$ cat src/rtl/can_rx_pkg.sv
// Shared constants, register indexes and the frame record of the CAN adapter frame receiver.
`default_nettype none
package can_rx_pkg;
	localparam int WINDOW_LIMIT_DEF = 16;
	localparam int MAX_PAYLOAD_DEF  = 8;
	localparam int FILTER_SLOTS_DEF = 4;

	localparam int SLOT_COUNT = 4;
	localparam int HDR_BYTES  = 7;
	localparam int MIN_SCAN   = 3;
	localparam int RESULT_CAP = 2;

	localparam logic [7:0] TYPE_DATA     = 8'h02;
	localparam logic [7:0] START_CODE_RST = 8'hAA;
	localparam logic [7:0] END_CODE_RST   = 8'h55;

	localparam int CFG_IW = 3;
	localparam int CFG_DW = 34;

	localparam logic [CFG_IW-1:0] REG_FILTER_ON = 3'd0;
	localparam logic [CFG_IW-1:0] REG_SLOT_A    = 3'd1;
	localparam logic [CFG_IW-1:0] REG_SLOT_B    = 3'd2;
	localparam logic [CFG_IW-1:0] REG_SLOT_C    = 3'd3;
	localparam logic [CFG_IW-1:0] REG_SLOT_D    = 3'd4;
	localparam logic [CFG_IW-1:0] REG_START     = 3'd5;
	localparam logic [CFG_IW-1:0] REG_END       = 3'd6;

	localparam int SLOT_ALLOW_BIT = 32;
	localparam int SLOT_VALID_BIT = 33;

	typedef struct packed {
		logic [31:0] frame_id;
		logic [3:0]  payload_len;
		logic [63:0] payload;
		logic        run_last;
	} frame_t;
endpackage
`default_nettype wire

$ cat src/rtl/can_rx_ifs.sv
// Channel interfaces: serial byte input, frame output and register write port.
`default_nettype none


interface can_rx_frame_if;
	logic        valid;
	logic        ready;
	logic [31:0] frame_id;
	logic [3:0]  payload_len;
	logic [63:0] payload;
	logic        run_last;
	modport source (output valid, output frame_id, output payload_len, output payload,
		output run_last, input ready);
	modport sink (input valid, input frame_id, input payload_len, input payload,
		input run_last, output ready);
endinterface

`default_nettype wire

$ cat src/rtl/can_rx_queue.sv
// Back end: two-entry frame queue that drives the output channel.
`default_nettype none
module can_rx_queue import can_rx_pkg::*; (
	input  wire logic      clk,
	input  wire logic      arst_n,
	input  wire frame_t    push_frame,
	input  wire logic      push_valid,
	output logic           push_ready,
	can_rx_frame_if.source frame
);
	frame_t     mem_q [2];
	logic       wr_q, rd_q;
	logic [1:0] cnt_q;
	logic       push, pop;

	assign push_ready = (cnt_q != 2'd2);
	assign push       = push_valid && push_ready;
	assign pop        = frame.valid && frame.ready;

	assign frame.valid       = (cnt_q != 2'd0);
	assign frame.frame_id    = mem_q[rd_q].frame_id;
	assign frame.payload_len = mem_q[rd_q].payload_len;
	assign frame.payload     = mem_q[rd_q].payload;
	assign frame.run_last    = mem_q[rd_q].run_last;

	always_ff @(posedge clk) begin
		if (push)
			mem_q[wr_q] <= push_frame;
	end

	always_ff @(posedge clk or negedge arst_n) begin
		if (!arst_n) begin
			wr_q  <= 1'b0;
			rd_q  <= 1'b0;
			cnt_q <= '0;
		end else begin
			if (push)
				wr_q <= !wr_q;
			if (pop)
				rd_q <= !rd_q;
			cnt_q <= cnt_q + {1'b0, push} - {1'b0, pop};
		end
	end
endmodule
`default_nettype wire

$ cat src/flat_wrapper.sv
// flat-port wrapper written by rule: the top's interface ports become plain ports
module can_rx_queue_flat import can_rx_pkg::*;
  (clk, arst_n, push_frame, push_valid, push_ready, frame_valid, frame_frame_id, frame_payload_len, frame_payload, frame_run_last, frame_ready);
  can_rx_frame_if frame_i ();
  input  wire logic clk;
  input  wire logic arst_n;
  input  wire frame_t push_frame;
  input  wire logic push_valid;
  output logic push_ready;
  output wire logic [$bits(frame_i.valid)-1:0] frame_valid;
  output wire logic [$bits(frame_i.frame_id)-1:0] frame_frame_id;
  output wire logic [$bits(frame_i.payload_len)-1:0] frame_payload_len;
  output wire logic [$bits(frame_i.payload)-1:0] frame_payload;
  output wire logic [$bits(frame_i.run_last)-1:0] frame_run_last;
  input wire logic [$bits(frame_i.ready)-1:0] frame_ready;
  assign frame_valid = frame_i.valid;
  assign frame_frame_id = frame_i.frame_id;
  assign frame_payload_len = frame_i.payload_len;
  assign frame_payload = frame_i.payload;
  assign frame_run_last = frame_i.run_last;
  assign frame_i.ready = frame_ready;
  can_rx_queue u_core (.clk(clk), .arst_n(arst_n), .push_frame(push_frame), .push_valid(push_valid), .push_ready(push_ready), .frame(frame_i));
endmodule
$ cat config.mk
export PLATFORM = sky130hd
export DESIGN_NAME = can_rx_queue_flat
export DESIGN_NICKNAME = d
export VERILOG_FILES = /design/src/rtl/can_rx_pkg.sv /design/src/rtl/can_rx_ifs.sv /design/src/rtl/can_rx_queue.sv /design/src/flat_wrapper.sv
export SDC_FILE = /design/constraint.sdc
export NUM_CORES = 1
export LEC_CHECK = 0
export BUFFER_PORTS_ARGS = -buffer_cell sky130_fd_sc_hd__buf_4
export CELL_PAD_IN_SITES_DETAIL_PLACEMENT = 0
export CELL_PAD_IN_SITES_GLOBAL_PLACEMENT = 1
export CORE_MARGIN = 1.5
export CORE_UTILIZATION = 35
export CTS_CLUSTER_DIAMETER = 100
export CTS_CLUSTER_SIZE = 30
export DETAILED_ROUTE_END_ITERATION = 12
export PLACE_DENSITY_LB_ADDON = 0.25
export SYNTH_ARGS = -nofsm -noshare
export SYNTH_HDL_FRONTEND = slang
export SYNTH_SLANG_ARGS = --single-unit
$ cat constraint.sdc
create_clock -name clk -period 13.67 [get_ports clk]
set_clock_uncertainty 0.2 [all_clocks]
set_input_delay 2.0505 -clock clk [delete_from_list [all_inputs] [get_ports clk]]
set_output_delay 2.0505 -clock clk [all_outputs]
set_load 0.01 [all_outputs]
# == Word level (Yosys, flattened, before mapping) ==
# Memory sizes are Yosys's and may differ from the RTL's.
# Cells that the tools add are included.
# W data, S select, Z words.
# classes
n_reduce_logical,5
add_sub_neg,2
n_mux,2
bitwise,0
mul,0
div,0
eq_ne,1
shifts,0
n_lt_le_gt_ge,0
# op_table
op,count
$add A2 B1 Y2,1
$logic_and A1 B1 Y1,2
$logic_not A1 Y1,2
$mux W1,2
$ne A2 B2 Y1 const B,1
$reduce_bool A2 Y1,1
$sub A2 B1 Y2,1
# totals
latch_bits,0
wordCells,14
out_inout_bits,103
ram_bits,202
romBits,0
memories,1
inputBits,105
ff_bits,4
# mem_list
name,depth,width,read_ports,rd_ports_with_merged_regs,write_ports,line_no,source
u_core.mem_q,2,101,1,0,1,can_rx_queue.sv:11,frame_t mem_q [2];

# == Longest topological paths before layout ==
# logic_depth
ltp_word,4
depth_mapped,7
depth_no_buf,7

# == Worst setup path before layout ==
# OpenSTA, ideal clock, no wires.
# synth_timing
path_kind,in2reg
from,in push_valid
to,"mem u_core.mem_q[0][0] (netlist bit), enable pin"
cell_stages,2
n_path_buf,0
setup_slack_ns,6.563
t_arrival_ns,6.346
setup_time_ns,0.562
required_time_ns,12.908
path_cell_list,nand2_1 -> nor2_1
# synth_between
elab_chain_len,3
# synth_lines
element,line_no,source
start: declaration,flat_wrapper.sv:8,input wire logic push_valid;
$logic_and A1 B1 Y1,can_rx_queue.sv:17,assign push = push_valid && push_ready;
$mux W1,can_rx_queue.sv:27,if (push)
$mux W1 (implied by the code),can_rx_queue.sv:28,mem_q[wr_q] <= push_frame;
end: declaration,can_rx_queue.sv:11,
# Every way passes these cells.

# == Worst setup path after layout ==
# layout_timing
from,reg u_core.rd_q
to,out frame_frame_id[12]
# layout_between
elab_chain_len,1
# layout_lines
element,line_no,source
start: declaration,can_rx_queue.sv:12,"logic wr_q, rd_q;"
start signal: assignment,can_rx_queue.sv:40,rd_q <= !rd_q;
$mem_v2 Z2 W101,--,
end: declaration,flat_wrapper.sv:11,output wire logic [$bits(frame_i.frame_id)-1:0] frame_frame_id;
# Every way passes these cells.

==> results.cfg <==
[outcome]
status = finished, final reports clean

[grt]
grt_max_degree = 84
met1_usage_pct = 14.9
use_met2_pct = 19.0
overflow = 0
antenna_found_initial = 1
grt_most_used_layer = met2
grt_use_total_pct = 11.6
grt_pass1_wl_mm = 21.1
grt_pass1_vias = 3767
grtUsageMet3_pct = 4.29

[setup_path]
crit_start = u_core.rd_q$_DFFE_PN0P_
required_ns = 11.42
worstPathCellList = buf_4 > mux2_4 > buf_4
worst-setup-path-type = reg -> out
critPathMaxFanout = 55
critPathLaunchType = register
critPathMaxStageDelay_ns = 1.06
endpoint_kind = primary output
cp_slowest_cell = dfrtp_4
r2r_start = u_core.cnt_q[1]$_DFF_PN0_
arrival_ns = 2.93
crit_top_cell = buf_4
timing.critical_path.buf_inv = 2
critPathTopFamily = flip-flops

[sta]
setup_viol = 0
worst_pin_slew_ns = 1.18
grt_setup_unrepaired = false
tns_ns = 0
finalCritPeriodShare_pct = 37.9
maxSlewViolCount = 0
fin_crit_ns = 5.18
max_slew_margin_pct = 21.0
hold_viol = 0
max_clock_freq_ghz = 0.193

[cells_and_area]
area_growth_pct = 27.4
design_area_mm2 = 0.00996
diodes = 0
num-fill-cells = 1901
drive_above_1_share_pct = 60.3
fin_nets = 651

[placement]
place_area_mm2 = 0.00965
dpl.hpwl_mm = 9.52
port_buffers = 207
globalplace.congestion = 0.668

[routing]
ant_nets = 0
route.detailed.drc = 0
drtIter0Drc = 180
wl_per_cell_um = 17.4
via_per_inst = 4.48
first_pass_iters = 4
drt-total-wl_mm = 14.3
dr_total_vias = 3693

[clocking]
cts_resized = 0
cts-htree-levels = 1
cts_tree = yes
holdBufCountCts = 0
clkTransAtPathRegs_ns = 0.10
clock_latency_ns = 0.45
cts_sinks = 206
cts_max_path_buffers = 3
cts-root-buf = clkbuf_16
post_cts_buffers = 0
cts_buffers = 10

[logic_synthesis]
ys_warn_count = 0
netlist.area_leader.share_pct = 77.6
synthCells = 333
synth_largest_area_cell = edfxtp_1
synth-seq-cells = 206
synthDistinctLibCells = 17
syn_area_mm2 = 0.00782
syn_area_per_cell_um2 = 23.5
yosysSeqAreaShare_pct = 78.9
synthTopCellsByArea = edfxtp_1 78%, mux2_4 15%, mux2_2 3.0%, dfrtp_1 1.3%, buf_6 1.2%
syn-num-nets = 440

[floorplan]
die-width_um = 152
initial_core_util_pct = 35.7
io-pin-count = 208
dieArea_mm2 = 0.0232
core_mm2 = 0.0219
rows = 54
die_h_um = 152

[flow_run]
drv_cap = 0

[pwr]
ir_worst_vdd_v = 0.000137
p_per_area_mw_per_mm2 = 200
leakagePower_nw = 3.88

[worst_hold_path]
hold_path.class = reg -> reg
holdCritStartpoint = u_core.cnt_q[1]$_DFF_PN0_
[cells in the mapped netlist]
| master | number |
|---|---|
| mux2_2 | 21 |
| xnor2_1 | 3 |
| or2_2 | 1 |
| xor2_1 | 1 |
| nand2b_1 | 1 |
| and2_4 | 1 |
| nor2_1 | 1 |
| buf_6 | 8 |
| buf_2 | 2 |
| nand2_1 | 1 |
| buf_4 | 1 |
| mux2_4 | 80 |
| inv_1 | 3 |
| edfxtp_1 | 202 |
| dfrtp_1 | 4 |
| ha_1 | 2 |
| and3_1 | 1 |
[final timing paths]
check | to | slack [ns] | cells past startpoint
setup reg to reg | u_core.mem_q[0][25]$_DFFE_PP_ | 10.84 | 4
setup / recovery | frame_frame_id[12] | 8.49 | 3
hold / removal | u_core.cnt_q[1]$_DFF_PN0_ | 0.30 | 1
min in group asynchronous | u_core.wr_q$_DFFE_PN0P_ | 1.17 | 1
hold reg to reg | u_core.cnt_q[1]$_DFF_PN0_ | 0.30 | 1
max in group asynchronous | u_core.rd_q$_DFFE_PN0P_ | 11.98 | 1
[flip-flops by register name, indices dropped and copies added (netlist names)]
name and cells:
u_core.cnt_q 2, u_core.mem_q 202, u_core.rd_q 1, u_core.wr_q 1
[per-stage QoR]
step / worst slack [ns] / power, mW / hold WS, ns / utilization [%] / instances
6_report: 8.49 / 2.00 / 0.305 / 45.5 / 824
2_1_floorplan: 6.56 / 1.40 / 0.260 / - / 333
4_1_cts: 8.44 / 2.03 / 0.307 / 45.5 / 824
3_5_place_dp: 8.94 / 1.69 / 0.285 / 44.1 / 812
5_1_grt: 8.32 / 2.10 / 0.336 / 45.5 / 824
3_3_place_gp: 8.98 / 1.67 / 0.281 / 44.1 / 812
[worst register-to-register path, delay by kind of cell, from the launching register on]
family	cells	cell delay, ns
buffers and inverters	1	0.94
flip-flops	1	0.41
AND/OR/NAND/NOR	3	0.78
[area by class of cell]
cell class                 instances  area [um^2]  share of cell area, %
timing repair buffer             210         1580                   15.8
sequential                       206         6170                   62.0
clock buffer                      11          275                   2.76
inverter                           3         11.3                  0.113
clock inverter                     1         30.0                  0.302
multi-input combinational        113         1550                   15.5
tap                              280          350                   3.52
[layout by cell type (no fill, tap or decap)]
cell type | synthesis | final
or2_2 | 1 | 1
buf_4 | 1 | 210
inv_1 | 3 | 3
xnor2_1 | 3 | 3
and2_4 | 1 | 1
xor2_1 | 1 | 1
nand2b_1 | 1 | 1
bufinv_16 | 0 | 1
nand2_1 | 1 | 1
dfrtp_4 | 0 | 1
edfxtp_1 | 202 | 202
dfrtp_1 | 4 | 3
mux2_4 | 80 | 80
mux2_2 | 21 | 21
ha_1 | 2 | 2
and3_4 | 0 | 1
clkbuf_16 | 0 | 11
nor2_4 | 0 | 1
[routing by layer]
layer,routed length (um),up-vias
li1,-,1717
met3,1290,15
met1,5970,1821
met4,172,2
met2,6900,138
met5,9,-
[where the power goes]
group	internal, mW	total, mW	switching (mW)
clock	0.164	0.343	0.179
combinational	0.406	0.716	0.310
sequential	0.865	0.937	0.0724
[kinds of logic (layout without fill, tap and decap cells)]
kind of cell / after synthesis / in the layout / synth area share [%]
flops: 206 / 206 / 78.9
xor+xnor: 4 / 4 / 0.448
buf+inv: 14 / 225 / 1.52
fa+ha+maj: 2 / 2 / 0.320
simple gates: 6 / 6 / 0.448
mux: 101 / 101 / 18.4
(Power assumes the default switching activity.)
